$ cat src/rtl/core/nywc_pkg.sv
`default_nettype none

package nywc_pkg;

    localparam logic [14:0] CYCLE_RECIP     = 15'd27595;
    localparam logic [13:0] CYCLE_YEARS     = 14'd19;
    localparam logic [12:0] CYCLE_DAYS      = 13'd6939;
    localparam logic [14:0] CYCLE_PARTS     = 15'd17875;
    localparam logic [4:0]  MONTH_DAYS      = 5'd29;
    localparam logic [13:0] MONTH_PARTS     = 14'd13753;
    localparam logic [1:0]  EPOCH_DAYS      = 2'd2;
    localparam logic [12:0] EPOCH_PARTS     = 13'd5604;
    localparam logic [14:0] PARTS_PER_DAY   = 15'd25920;
    localparam logic [18:0] DAY_RECIP       = 19'd331402;
    localparam logic [10:0] PARTS_PER_HOUR  = 11'd1080;
    localparam logic [12:0] HOUR_RECIP      = 13'd7768;
    localparam logic [23:0] WEEK_RECIP      = 24'd9586981;
    localparam logic [2:0]  DAYS_PER_WEEK   = 3'd7;

    localparam logic [4:0]  LATE_HOUR       = 5'd18;
    localparam logic [4:0]  TUE_HOUR        = 5'd9;
    localparam logic [10:0] TUE_PART        = 11'd204;
    localparam logic [4:0]  MON_HOUR        = 5'd15;
    localparam logic [10:0] MON_PART        = 11'd589;

    localparam logic [2:0]  WD_SAT = 3'd0;
    localparam logic [2:0]  WD_SUN = 3'd1;
    localparam logic [2:0]  WD_MON = 3'd2;
    localparam logic [2:0]  WD_TUE = 3'd3;
    localparam logic [2:0]  WD_WED = 3'd4;
    localparam logic [2:0]  WD_THU = 3'd5;
    localparam logic [2:0]  WD_FRI = 3'd6;

    localparam logic [2:0]  REASON_NONE      = 3'd0;
    localparam logic [2:0]  REASON_LATE      = 3'd1;
    localparam logic [2:0]  REASON_LATE_WDAY = 3'd2;
    localparam logic [2:0]  REASON_TUESDAY   = 3'd3;
    localparam logic [2:0]  REASON_MONDAY    = 3'd4;
    localparam logic [2:0]  REASON_WEEKDAY   = 3'd5;

    typedef struct packed {
        logic [22:0] mdays;
        logic [2:0]  mwd;
        logic [4:0]  hour;
        logic [10:0] part;
        logic        leap;
        logic        post_leap;
    } molad_t;

    function automatic logic [7:0] months_before(input logic [4:0] r);
        logic [7:0] m;
        case (r)
            5'd0:    m = 8'd0;
            5'd1:    m = 8'd12;
            5'd2:    m = 8'd24;
            5'd3:    m = 8'd37;
            5'd4:    m = 8'd49;
            5'd5:    m = 8'd61;
            5'd6:    m = 8'd74;
            5'd7:    m = 8'd86;
            5'd8:    m = 8'd99;
            5'd9:    m = 8'd111;
            5'd10:   m = 8'd123;
            5'd11:   m = 8'd136;
            5'd12:   m = 8'd148;
            5'd13:   m = 8'd160;
            5'd14:   m = 8'd173;
            5'd15:   m = 8'd185;
            5'd16:   m = 8'd197;
            5'd17:   m = 8'd210;
            5'd18:   m = 8'd222;
            default: m = 8'd0;
        endcase
        return m;
    endfunction

    function automatic logic is_leap(input logic [4:0] pos);
        return (pos == 5'd0) || (pos == 5'd3) || (pos == 5'd6) || (pos == 5'd8) ||
               (pos == 5'd11) || (pos == 5'd14) || (pos == 5'd17);
    endfunction

    function automatic logic is_post_leap(input logic [4:0] pos);
        return (pos == 5'd1) || (pos == 5'd4) || (pos == 5'd7) || (pos == 5'd9) ||
               (pos == 5'd12) || (pos == 5'd15) || (pos == 5'd18);
    endfunction

    function automatic logic forbidden_day(input logic [2:0] wd);
        return (wd == WD_SUN) || (wd == WD_WED) || (wd == WD_FRI);
    endfunction

    function automatic logic [2:0] next_weekday(input logic [2:0] wd);
        return (wd == WD_FRI) ? WD_SAT : wd + 3'd1;
    endfunction

endpackage

`default_nettype wire

$ cat src/rtl/core/nywc_molad.sv
`default_nettype none

module nywc_molad (
    input  wire logic              aclk,
    input  wire logic              aresetn,
    input  wire logic              in_valid,
    output logic                   in_ready,
    input  wire logic [13:0]       in_year,
    output logic                   out_valid,
    input  wire logic              out_ready,
    output nywc_pkg::molad_t       out_info
);

    logic [6:0]  vld_reg;
    logic [6:0]  adv;

    // stage 1
    logic [13:0] el_next;
    logic [28:0] p19_next;
    logic [13:0] el_reg;
    logic [9:0]  q_reg;
    logic        yz_reg;

    // stage 2
    logic [13:0] r_full_next;
    logic [4:0]  r_next;
    logic [4:0]  pos_next;
    logic [22:0] cd_reg;
    logic [23:0] cp_reg;
    logic [7:0]  mb_reg;
    logic        leap2_reg;
    logic        post2_reg;

    // stage 3
    logic [22:0] days0_reg;
    logic [24:0] x3_reg;
    logic        leap3_reg;
    logic        post3_reg;

    // stage 4
    logic [37:0] pd_next;
    logic [22:0] days4_reg;
    logic [24:0] x4_reg;
    logic [10:0] qd_reg;
    logic        leap4_reg;
    logic        post4_reg;

    // stage 5
    logic [24:0] rem_full_next;
    logic [22:0] mdays5_reg;
    logic [14:0] rem5_reg;
    logic        leap5_reg;
    logic        post5_reg;

    // stage 6
    logic [46:0] p7_next;
    logic [24:0] ph_next;
    logic [22:0] mdays6_reg;
    logic [14:0] rem6_reg;
    logic [20:0] qd7_reg;
    logic [4:0]  hr_reg;
    logic        leap6_reg;
    logic        post6_reg;

    // stage 7
    logic [22:0] mwd_full_next;
    logic [14:0] part_full_next;
    nywc_pkg::molad_t info_reg;

    always_comb begin
        adv[6] = !vld_reg[6] || out_ready;
        for (int k = 5; k >= 0; k--) begin
            adv[k] = !vld_reg[k] || adv[k + 1];
        end
    end

    assign in_ready  = adv[0];
    assign out_valid = vld_reg[6];
    assign out_info  = info_reg;

    always_ff @(posedge aclk) begin
        if (!aresetn) begin
            vld_reg <= '0;
        end else begin
            if (adv[0]) begin
                vld_reg[0] <= in_valid;
            end
            for (int k = 1; k < 7; k++) begin
                if (adv[k]) begin
                    vld_reg[k] <= vld_reg[k - 1];
                end
            end
        end
    end

    // elapsed years and full cycles
    assign el_next  = (in_year == 14'd0) ? 14'd0 : in_year - 14'd1;
    assign p19_next = 29'(el_next) * 29'(nywc_pkg::CYCLE_RECIP);

    always_ff @(posedge aclk) begin
        if (adv[0]) begin
            el_reg <= el_next;
            q_reg  <= p19_next[28:19];
            yz_reg <= (in_year == 14'd0);
        end
    end

    // position in cycle, leap status, cycle contribution
    assign r_full_next = el_reg - 14'(14'(q_reg) * nywc_pkg::CYCLE_YEARS);
    assign r_next      = r_full_next[4:0];
    assign pos_next    = (yz_reg || r_next == 5'd18) ? 5'd0 : r_next + 5'd1;

    always_ff @(posedge aclk) begin
        if (adv[1]) begin
            cd_reg    <= 23'(q_reg) * 23'(nywc_pkg::CYCLE_DAYS);
            cp_reg    <= 24'(q_reg) * 24'(nywc_pkg::CYCLE_PARTS);
            mb_reg    <= nywc_pkg::months_before(r_next);
            leap2_reg <= nywc_pkg::is_leap(pos_next);
            post2_reg <= nywc_pkg::is_post_leap(pos_next);
        end
    end

    // add months within cycle and epoch
    always_ff @(posedge aclk) begin
        if (adv[2]) begin
            days0_reg <= cd_reg + 23'(mb_reg) * 23'(nywc_pkg::MONTH_DAYS)
                       + 23'(nywc_pkg::EPOCH_DAYS);
            x3_reg    <= 25'(cp_reg) + 25'(mb_reg) * 25'(nywc_pkg::MONTH_PARTS)
                       + 25'(nywc_pkg::EPOCH_PARTS);
            leap3_reg <= leap2_reg;
            post3_reg <= post2_reg;
        end
    end

    // whole days in the parts sum
    assign pd_next = 38'(x3_reg[24:6]) * 38'(nywc_pkg::DAY_RECIP);

    always_ff @(posedge aclk) begin
        if (adv[3]) begin
            days4_reg <= days0_reg;
            x4_reg    <= x3_reg;
            qd_reg    <= pd_next[37:27];
            leap4_reg <= leap3_reg;
            post4_reg <= post3_reg;
        end
    end

    assign rem_full_next = x4_reg - 25'(qd_reg) * 25'(nywc_pkg::PARTS_PER_DAY);

    always_ff @(posedge aclk) begin
        if (adv[4]) begin
            mdays5_reg <= days4_reg + 23'(qd_reg);
            rem5_reg   <= rem_full_next[14:0];
            leap5_reg  <= leap4_reg;
            post5_reg  <= post4_reg;
        end
    end

    // weeks and hours
    assign p7_next = 47'(mdays5_reg) * 47'(nywc_pkg::WEEK_RECIP);
    assign ph_next = 25'(rem5_reg[14:3]) * 25'(nywc_pkg::HOUR_RECIP);

    always_ff @(posedge aclk) begin
        if (adv[5]) begin
            mdays6_reg <= mdays5_reg;
            rem6_reg   <= rem5_reg;
            qd7_reg    <= p7_next[46:26];
            hr_reg     <= ph_next[24:20];
            leap6_reg  <= leap5_reg;
            post6_reg  <= post5_reg;
        end
    end

    assign mwd_full_next  = mdays6_reg - 23'(qd7_reg) * 23'(nywc_pkg::DAYS_PER_WEEK);
    assign part_full_next = rem6_reg - 15'(hr_reg) * 15'(nywc_pkg::PARTS_PER_HOUR);

    always_ff @(posedge aclk) begin
        if (adv[6]) begin
            info_reg.mdays     <= mdays6_reg;
            info_reg.mwd       <= mwd_full_next[2:0];
            info_reg.hour      <= hr_reg;
            info_reg.part      <= part_full_next[10:0];
            info_reg.leap      <= leap6_reg;
            info_reg.post_leap <= post6_reg;
        end
    end

endmodule

`default_nettype wire

$ cat src/rtl/core/new_year_weekday_calc.sv
// Throughput: one year per cycle unless m_tready stalls; seven molad stages plus one
// rule stage, each with its own valid bit, so bubbles close up under backpressure.
// Reset: aresetn low at a rising edge clears all valid bits; payload is not reset.
`default_nettype none

module new_year_weekday_calc (
    input  wire logic        aclk,
    input  wire logic        aresetn,
    input  wire logic        s_tvalid,
    output logic             s_tready,
    input  wire logic [15:0] s_tdata,   // year[13:0], zero pad
    output logic             m_tvalid,
    input  wire logic        m_tready,
    output logic [71:0]      m_tdata    // weekday[2:0], day_number[25:3],
                                        // molad_days[48:26], molad_weekday[51:49],
                                        // conj_hour[56:52], molad_part[67:57],
                                        // reason_code[70:68], zero pad
);

    logic             mol_valid;
    logic             mol_ready;
    nywc_pkg::molad_t mol;

    logic             out_vld_reg;
    logic [2:0]       wd_reg;
    logic [22:0]      day_reg;
    logic [22:0]      mdays_reg;
    logic [2:0]       mwd_reg;
    logic [4:0]       hour_reg;
    logic [10:0]      part_reg;
    logic [2:0]       reason_reg;

    logic [2:0]       wd_next;
    logic [1:0]       inc_next;
    logic [2:0]       reason_next;
    logic [2:0]       wd1;
    logic             adu;
    logic             tue_late;
    logic             mon_late;

    nywc_molad u_molad (
        .aclk      (aclk),
        .aresetn   (aresetn),
        .in_valid  (s_tvalid),
        .in_ready  (s_tready),
        .in_year   (s_tdata[13:0]),
        .out_valid (mol_valid),
        .out_ready (mol_ready),
        .out_info  (mol)
    );

    assign mol_ready = !out_vld_reg || m_tready;

    // postponement rules, first match wins
    always_comb begin
        adu      = nywc_pkg::forbidden_day(mol.mwd);
        wd1      = nywc_pkg::next_weekday(mol.mwd);
        tue_late = (mol.hour > nywc_pkg::TUE_HOUR) ||
                   (mol.hour == nywc_pkg::TUE_HOUR && mol.part >= nywc_pkg::TUE_PART);
        mon_late = (mol.hour > nywc_pkg::MON_HOUR) ||
                   (mol.hour == nywc_pkg::MON_HOUR && mol.part >= nywc_pkg::MON_PART);
        wd_next     = mol.mwd;
        inc_next    = 2'd0;
        reason_next = nywc_pkg::REASON_NONE;
        if (mol.hour >= nywc_pkg::LATE_HOUR && !adu) begin
            if (nywc_pkg::forbidden_day(wd1)) begin
                wd_next     = nywc_pkg::next_weekday(wd1);
                inc_next    = 2'd2;
                reason_next = nywc_pkg::REASON_LATE_WDAY;
            end else begin
                wd_next     = wd1;
                inc_next    = 2'd1;
                reason_next = nywc_pkg::REASON_LATE;
            end
        end else if (mol.mwd == nywc_pkg::WD_TUE && !mol.leap && tue_late) begin
            wd_next     = nywc_pkg::WD_THU;
            inc_next    = 2'd2;
            reason_next = nywc_pkg::REASON_TUESDAY;
        end else if (mol.post_leap && mol.mwd == nywc_pkg::WD_MON && mon_late) begin
            wd_next     = nywc_pkg::WD_TUE;
            inc_next    = 2'd1;
            reason_next = nywc_pkg::REASON_MONDAY;
        end else if (adu) begin
            wd_next     = wd1;
            inc_next    = 2'd1;
            reason_next = nywc_pkg::REASON_WEEKDAY;
        end
    end

    always_ff @(posedge aclk) begin
        if (!aresetn) begin
            out_vld_reg <= 1'b0;
        end else if (mol_ready) begin
            out_vld_reg <= mol_valid;
        end
    end

    always_ff @(posedge aclk) begin
        if (mol_ready) begin
            wd_reg     <= wd_next;
            day_reg    <= mol.mdays + 23'(inc_next);
            mdays_reg  <= mol.mdays;
            mwd_reg    <= mol.mwd;
            hour_reg   <= mol.hour;
            part_reg   <= mol.part;
            reason_reg <= reason_next;
        end
    end

    assign m_tvalid = out_vld_reg;
    assign m_tdata  = {1'b0, reason_reg, part_reg, hour_reg, mwd_reg,
                       mdays_reg, day_reg, wd_reg};

`ifndef SYNTHESIS
    a_no_forbidden_day: assert property (@(posedge aclk) disable iff (!aresetn)
        m_tvalid |-> !(m_tdata[2:0] == nywc_pkg::WD_SUN ||
                       m_tdata[2:0] == nywc_pkg::WD_WED ||
                       m_tdata[2:0] == nywc_pkg::WD_FRI))
        else $error("new-year day on forbidden weekday");

    a_postpone_bound: assert property (@(posedge aclk) disable iff (!aresetn)
        m_tvalid |-> (m_tdata[25:3] - m_tdata[48:26] <= 23'd2))
        else $error("postponement exceeds two days");

    a_no_postpone_same_wd: assert property (@(posedge aclk) disable iff (!aresetn)
        (m_tvalid && m_tdata[70:68] == nywc_pkg::REASON_NONE) |->
        (m_tdata[2:0] == m_tdata[51:49] && m_tdata[25:3] == m_tdata[48:26]))
        else $error("day moved without a reason code");

    a_molad_ranges: assert property (@(posedge aclk) disable iff (!aresetn)
        m_tvalid |-> (m_tdata[56:52] <= 5'd23 && m_tdata[67:57] <= 11'd1079 &&
                      m_tdata[51:49] <= 3'd6))
        else $error("molad field out of range");
`endif

endmodule

`default_nettype wire

$ cat config.mk
export PLATFORM = sky130hd
export DESIGN_NAME = new_year_weekday_calc
export DESIGN_NICKNAME = d
export VERILOG_FILES = /design/src/rtl/core/nywc_pkg.sv /design/src/rtl/core/nywc_molad.sv /design/src/rtl/core/new_year_weekday_calc.sv
export SDC_FILE = /design/constraint.sdc
export NUM_CORES = 2
export LEC_CHECK = 0
export BUFFER_PORTS_ARGS = -buffer_cell sky130_fd_sc_hd__buf_2
export CORE_ASPECT_RATIO = 1.4
export CORE_MARGIN = 2
export CORE_UTILIZATION = 60
export CTS_BUF_LIST = sky130_fd_sc_hd__clkbuf_4 sky130_fd_sc_hd__clkbuf_8
export CTS_CLUSTER_SIZE = 24
export DETAILED_ROUTE_END_ITERATION = 16
export MAX_ROUTING_LAYER = met4
export PLACE_DENSITY = 0.86
export SLEW_MARGIN = 10
export SYNTH_ARGS = -nofsm -noshare
export SYNTH_HDL_FRONTEND = slang
export SYNTH_SLANG_ARGS = --single-unit
export TNS_END_PERCENT = 100
$ cat constraint.sdc
create_clock -name aclk -period 17.3 [get_ports aclk]
set_clock_uncertainty 0.1 [all_clocks]
set_input_delay 3.46 -clock aclk [delete_from_list [all_inputs] [get_ports aclk]]
set_output_delay 3.46 -clock aclk [all_outputs]
set_load 0.005 [all_outputs]
# Yosys cells after proc, flatten, opt, wreduce, memory -nomap -nowiden
# Memory sizes are Yosys's and may differ from the RTL's. A register that Yosys moved wholly into a read port is not among the register bits.
# Index checks and enable logic that the tools add are counted.
op_classes:
  addsub: 14
  n_mul: 12
  magnitude_cmp: 5
  n_eq_ne: 24
  n_mux: 19
  reduce_logical: 46
ops:
  columns: ["operator", "n"]
  rows:
  - ["$mul 23x24->47 const B", 1]
  - ["$eq 5x4->1 const B", 8]
  - ["$mul 19x18->37 const B", 1]
  - ["$mux 3", 11]
  - ["$mul 14x15->29 const B", 1]
  - ["$logic_or 1x1->1", 27]
  - ["$add 24x22->25", 1]
  - ["$add 25x13->25 const B", 1]
  - ["$mul 10x15->24 const B", 1]
  - ["$add 23x11->23", 1]
  - ["$add 23x13->23", 1]
  - ["$add 23x2->23", 1]
  - ["$add 23x2->23 const B", 1]
  - ["$mul 10x13->23 const B", 1]
  - ["$mul 12x10->22 const B", 1]
  - ["$mul 8x14->22 const B", 1]
  - ["$mul 21x3->3 const B", 1]
  - ["$eq 5x3->1 const B", 3]
  - ["$eq 5x5->1 const B", 3]
  - ["$sub 15x15->15", 1]
  - ["$logic_not 14->1", 1]
  - ["$mux 14", 1]
  - ["$sub 14x1->14 const B", 1]
  - ["$mul 8x5->13 const B", 1]
  - ["23 further kinds", 49]
word_totals:
  regBits: 391
  romBits: 256
  input_bits: 20
  output_inout_bits: 74
  wordCells: 168
  mem_count: 1
memory_table:
  columns: ["name", "words", "width", "read_ports", "rd_ports_with_merged_regs", "write_ports", "line_no", "text"]
  rows:
  - ["(name not given)", 32, 8, 1, 1, 0, "nywc_pkg.sv:52", "case (r)"]

# Logic depth before layout (Yosys ltp)
logic_depth:
  ltp_word: 12
  ltp_mapped: 30
  ltp_nobuf: 29

# Hierarchy
# Synthesis repeated with hierarchy kept, for this count alone.
unflattened:
  hier_cells: 3280
  hier_area_um2: 38802.2
by_module_without_submodules:
  columns: ["module", "n_inst", "cells_per_inst", "area_per_inst_um2", "seq_area_each_um2"]
  rows:
  - ["nywc_molad", 1, 3084, 35801.8, 9058.7]
  - ["new_year_weekday_calc", 1, 196, 3000.4, 2152.1]

# Least setup slack after synthesis
# OpenSTA, ideal clock, no wires.
synth_path:
  path_kind: "input to register"
  start: "input s_tdata[0]"
  end: "register u_molad.q_reg[9] (data pin)"
  setup_time_ns: 0.260
  arrival_ns: 9.873
  t_required_ns: 16.940
  path_slack_ns: 7.067
  stages: 29
  n_path_buf: 1
  path_cell_list: "inv_1 ha_1 nor4b_4 nand2_1 or3_1 nor3_2 clkbuf_1 nand2b_1 inv_1 ha_1 fa_1 inv_1 fa_1 inv_1 fa_1 fa_1 inv_1 fa_1 inv_1 ha_1 nand4_1 nor2_1 o31ai_1 a21oi_1 o311a_1 o21a_1 o21a_4 o31ai_4 xnor2_1"
synth_via:
  elab_chain_len: 3
  elab_cells_between_ends: 4
  classes_between: "1 x add/sub; 1 x mul; 1 x mux; 1 x reduce/logical"
synth_lines:
  columns: ["item", "line_no", "text"]
  rows:
  - ["start, declared", "new_year_weekday_calc.sv:11", "input wire logic [15:0] s_tdata,"]
  - ["$sub 14x1->14 or $logic_not 14->1 (tied branches)", "nywc_molad.sv:97", "assign el_next = (in_year == 14'd0) ? 14'd0 : in_year - 14'd1;"]
  - ["$mux 14 (*)", "nywc_molad.sv:97", null]
  - ["named net u_molad.el_next[2]", "nywc_molad.sv:18", "logic [13:0] el_next;"]
  - ["$mul 14x15->29 (*)", "nywc_molad.sv:98", "assign p19_next = 29'(el_next) * 29'(nywc_pkg::CYCLE_RECIP);"]
  - ["named net u_molad.p19_next[28]", "nywc_molad.sv:19", "logic [28:0] p19_next;"]
  - ["end signal, assigned", "nywc_molad.sv:103", "q_reg <= p19_next[28:19];"]
  - ["end, declared", "nywc_molad.sv:21", "logic [9:0] q_reg;"]
# The timed path passes the listed nets; every way through them passes the cells marked *.
# A chain may end at the register's enable or synchronous reset.

# Worst setup path after layout
layout_path:
  start: "input s_tdata[0]"
  end: "register u_molad.q_reg[9] (data pin)"
layout_via:
  elab_chain_len: 3
  elab_cells_between_ends: 4
  classes_between: "1 x add/sub; 1 x mul; 1 x mux; 1 x reduce/logical"
layout_lines:
  columns: ["item", "line_no"]
  rows:
  - ["$sub 14x1->14 or $logic_not 14->1 (tied branches)", "nywc_molad.sv:97"]
  - ["$mux 14 (*)", "nywc_molad.sv:97"]
  - ["$mul 14x15->29 (*)", "nywc_molad.sv:98"]
  - ["named net u_molad.p19_next[28]", "nywc_molad.sv:19"]
# Marked as above.

==> results.yml <==
global_route:
  number_of_global_route_vias_before_repair: 26700
  antenna_violations_before_repair: 1
  groute.usage.overall: 0.2490
  grt_max_degree: 72
  global_route.usage.met1: 0.2399
  grt-busiest-layer: "met2"
  overflow: 0
  grt_pass1_wl_mm: 127.5
  groute.layer.met2.usage: 0.4769
  grt_use_met3: 0.03084
setup_path:
  r2r_start: "u_molad.x3_reg[8]$_DFFE_PP_"
  cp.required_ps: 17620
  slowest_delay_ps: 700
  critical-path-slowest-cell: "nor3_2"
  critPathKind: "in2reg"
  crit-reg2reg-capture: "u_molad.qd_reg[9]$_DFFE_PP_"
  worst-r2r-cell-count: 18
  critical_path_peak_fanout: 15
  critPathArrivalTime_ps: 11240
  worst-r2r-setup-slack_ps: 11120
  crit_path_end_kind: "register"
  worst_setup_path_start_kind: "input port"
worst_hold_path:
  timing.hold.worst.class: "reg2reg"
  worstHoldEndpoint: "u_molad.days4_reg[14]$_DFFE_PP_"
  timing.hold.worst.start: "u_molad.days0_reg[14]$_DFFE_PP_"
  depth_of_the_worst_hold_timing_path: 0
route:
  vias_per_cell: 5.569
  drt_pre_antenna_iters: 7
  drc_errors: 0
  post_detailed_route_wirelength_per_cell_um: 17.85
  drt_iter0_markers: 1032
  drt-total-wl_mm: 77.18
  detailroute.via_count: 24090
  route.antenna.remaining_nets: 0
sta:
  final.setup.tns_ps: 0
  worst_slew_pin_slew_ps: 1120
  slew_viols_final: 0
  fmax_ghz: 0.09153
  worst_hold_margin_ps: 309.0
  hold_violations: 0
  layout_worst_path_cycle_share: 0.6315
  finalSetupViolations: 0
  maxSlewHeadroom: 0.2507
  grt_setup_unrepaired: "no"
  period_minus_slack_ps: 10930
logic_synthesis:
  synth.ff_latch_count: 376
  number_of_flops_mapped_to_enable_cells_by_yosys: 368
  postSynthNetCount: 4520
  synth_top_family_by_area: "adder cells"
  seq_total_area_yosys: 0.2893
  synth_compound_area_frac: 0.06612
  yosys.area_share.xor_xnor: 0.05011
  synthesis.instances: 3286
  post_synth_fa_ha_maj_area_fraction: 0.4748
  synth_area_per_cell_um2: 11.79
  post_synth_instance_area_um2: 38750
  post_synth_and_or_nand_nor_area_fraction: 0.04878
  synth.distinct_cells: 84
  yosysWarnings: 0
  synth_flop_cell: "edfxtp_1"
  postSynth.asyncResetShare: 0
  synth.area.mux_share: 0.001905
die:
  die_h_um: 304.7
  total_die_area_um2: 66670
  io_pins: 94
  placement_rows: 110
  initial_utilization: 0.6043
  die_wd_um: 218.8
  design.core.area_um2: 64140
final_layout:
  drive_gt1_frac: 0.06917
  number_of_fill_cells_in_the_layout: 4667
  layout-area-overhead-vs-synth_pct: 7.413
  largest_reg_flops: 44
  layout.core_utilization: 0.6490
  fin_nets: 4668
place:
  detailed_place_hpwl_mm: 64.08
  port_buffers: 90
  gp_congestion: 0.9114
clock_tree:
  cts-root-to-sink-buffers: 3
  clock-root-buffer: "clkbuf_8"
  postCtsHoldBufs: 0
  numCtsBuffers: 60
  clk_pin_slew_ps: 60
  tritoncts: "done"
  cts_htree_levels: 2
  cts_sinks: 376
  post-cts-setup-buffers: 0
  cts_repair_resize_count: 0
  worstSkewPairLatency_ps: 680
run_status:
  outcome: "finished, final reports clean"
run:
  drv.max_cap_violation_count: 0
[stage by stage]
step	worst slack, ps	instance area, um2	instances
6_report	6375	41630	4325
5_1_grt	5862	41630	4325
4_1_cts	6321	41620	4324
3_5_place_dp	5585	40260	4212
3_3_place_gp	5779	40260	4212
2_1_floorplan	7067	38750	3286
[layout make-up]
type / instances / area (um2) / share of cell area
Timing Repair Buffer: 96 / 495.5 / 0.01190
Clock inverter: 41 / 451.7 / 0.01085
Inverter: 700 / 2628 / 0.06312
Tap cell: 840 / 1051 / 0.02525
Sequential cell: 376 / 11210 / 0.2693
Multi-Input combinational cell: 2200 / 24880 / 0.5977
Clock buffer: 71 / 908.4 / 0.02182
Antenna cell: 1 / 2.502 / 0.00006011
[layout by cell type, fill, tap and decap left out, drive strengths merged, types with 4 or more instances in the layout]
| cell type | count |
|---|---|
| xnor2 | 162 |
| clkbuf | 71 |
| and2 | 6 |
| a31oi | 10 |
| mux2i | 4 |
| a211oi | 11 |
| or3 | 10 |
| nor2 | 94 |
| buf | 96 |
| a21o | 46 |
| nand4 | 16 |
| o2111ai | 5 |
| nand2b | 24 |
| a21oi | 117 |
| o31ai | 11 |
| a2111oi | 5 |
| nor2b | 27 |
| o211ai | 14 |
| inv | 703 |
| dfxtp | 8 |
| o211a | 5 |
| ha | 786 |
| o21ai | 73 |
| bufinv | 9 |
| and3 | 19 |
| or2 | 13 |
| clkinv | 26 |
| fa | 428 |
| o21a | 24 |
| edfxtp | 368 |
| nand2 | 84 |
| nor3 | 33 |
| o21bai | 15 |
| xor2 | 58 |
| o41ai | 6 |
| a21boi | 6 |
| nand3 | 31 |
[metal layers]
metal | routed length [um] | up-vias
met5 | 0 | -
met4 | 4417 | 0
met3 | 2827 | 271
met2 | 43730 | 607
met1 | 26210 | 11850
li1 | - | 11360
[synth_stat cells (all sizes together), types with 4 or more instances]
library cell  count  area [um2]
ha              786        9834
inv             700        2628
fa              428        8568
edfxtp          368       11050
xnor2           162        1434
a21oi           117       600.6
nor2             94       352.8
nand2            84       315.3
o21ai            73       369.1
xor2             58       508.0
a21o             46       345.3
nor3             33       180.2
nand3            31       155.2
nor2b            27       168.9
nand2b           24       150.1
o21a             24       187.7
and3             19       118.9
nand4            16       106.4
o21bai           15       112.6
o211ai           14       105.1
or2              13       81.33
a211oi           11       82.58
o31ai            11       96.34
a31oi            10       68.81
or3              10       62.56
clkbuf            8       30.03
dfxtp             8       160.2
a21boi            6       45.04
and2              6       37.54
o41ai             6       67.56
a2111oi           5       62.56
o2111ai           5       43.79
o211a             5       50.05
mux2i             4       40.04
[worst max path at each step]
stage	to	slack [ps]	startpoint
after floorplan	u_molad.q_reg[9]$_DFFE_PP_	7070	s_tdata[0]
after global placement	u_molad.q_reg[9]$_DFFE_PP_	5780	s_tdata[0]
after detailed placement	u_molad.q_reg[9]$_DFFE_PP_	5590	s_tdata[0]
after CTS	u_molad.q_reg[9]$_DFFE_PP_	6320	s_tdata[0]
after global routing	u_molad.q_reg[9]$_DFFE_PP_	5860	s_tdata[0]
final	u_molad.q_reg[9]$_DFFE_PP_	6370	s_tdata[0]
[kinds of logic after synthesis]
group                      after synthesis
muxes                                    7
DFF                                    376
and+or+nand+nor                        375
AOI/OAI and AO/OA                      383
other                                    1
buffers and inverters                  710
adders and majority gates             1214
xor gates and xnor gates               220
[critical path, delay by kind of cell]
kind / cells / cell delay, ps
adders and majority gates: 8 / 3580
AOI/OAI and AO/OA: 7 / 1850
and+or+nand+nor: 6 / 1810
buffers and inverters: 6 / 420
xor gates and xnor gates: 1 / 110
Power is left out: the tool's default activity adds up to more than one toggle a clock period on the data nets, which glitch-free logic cannot reach.
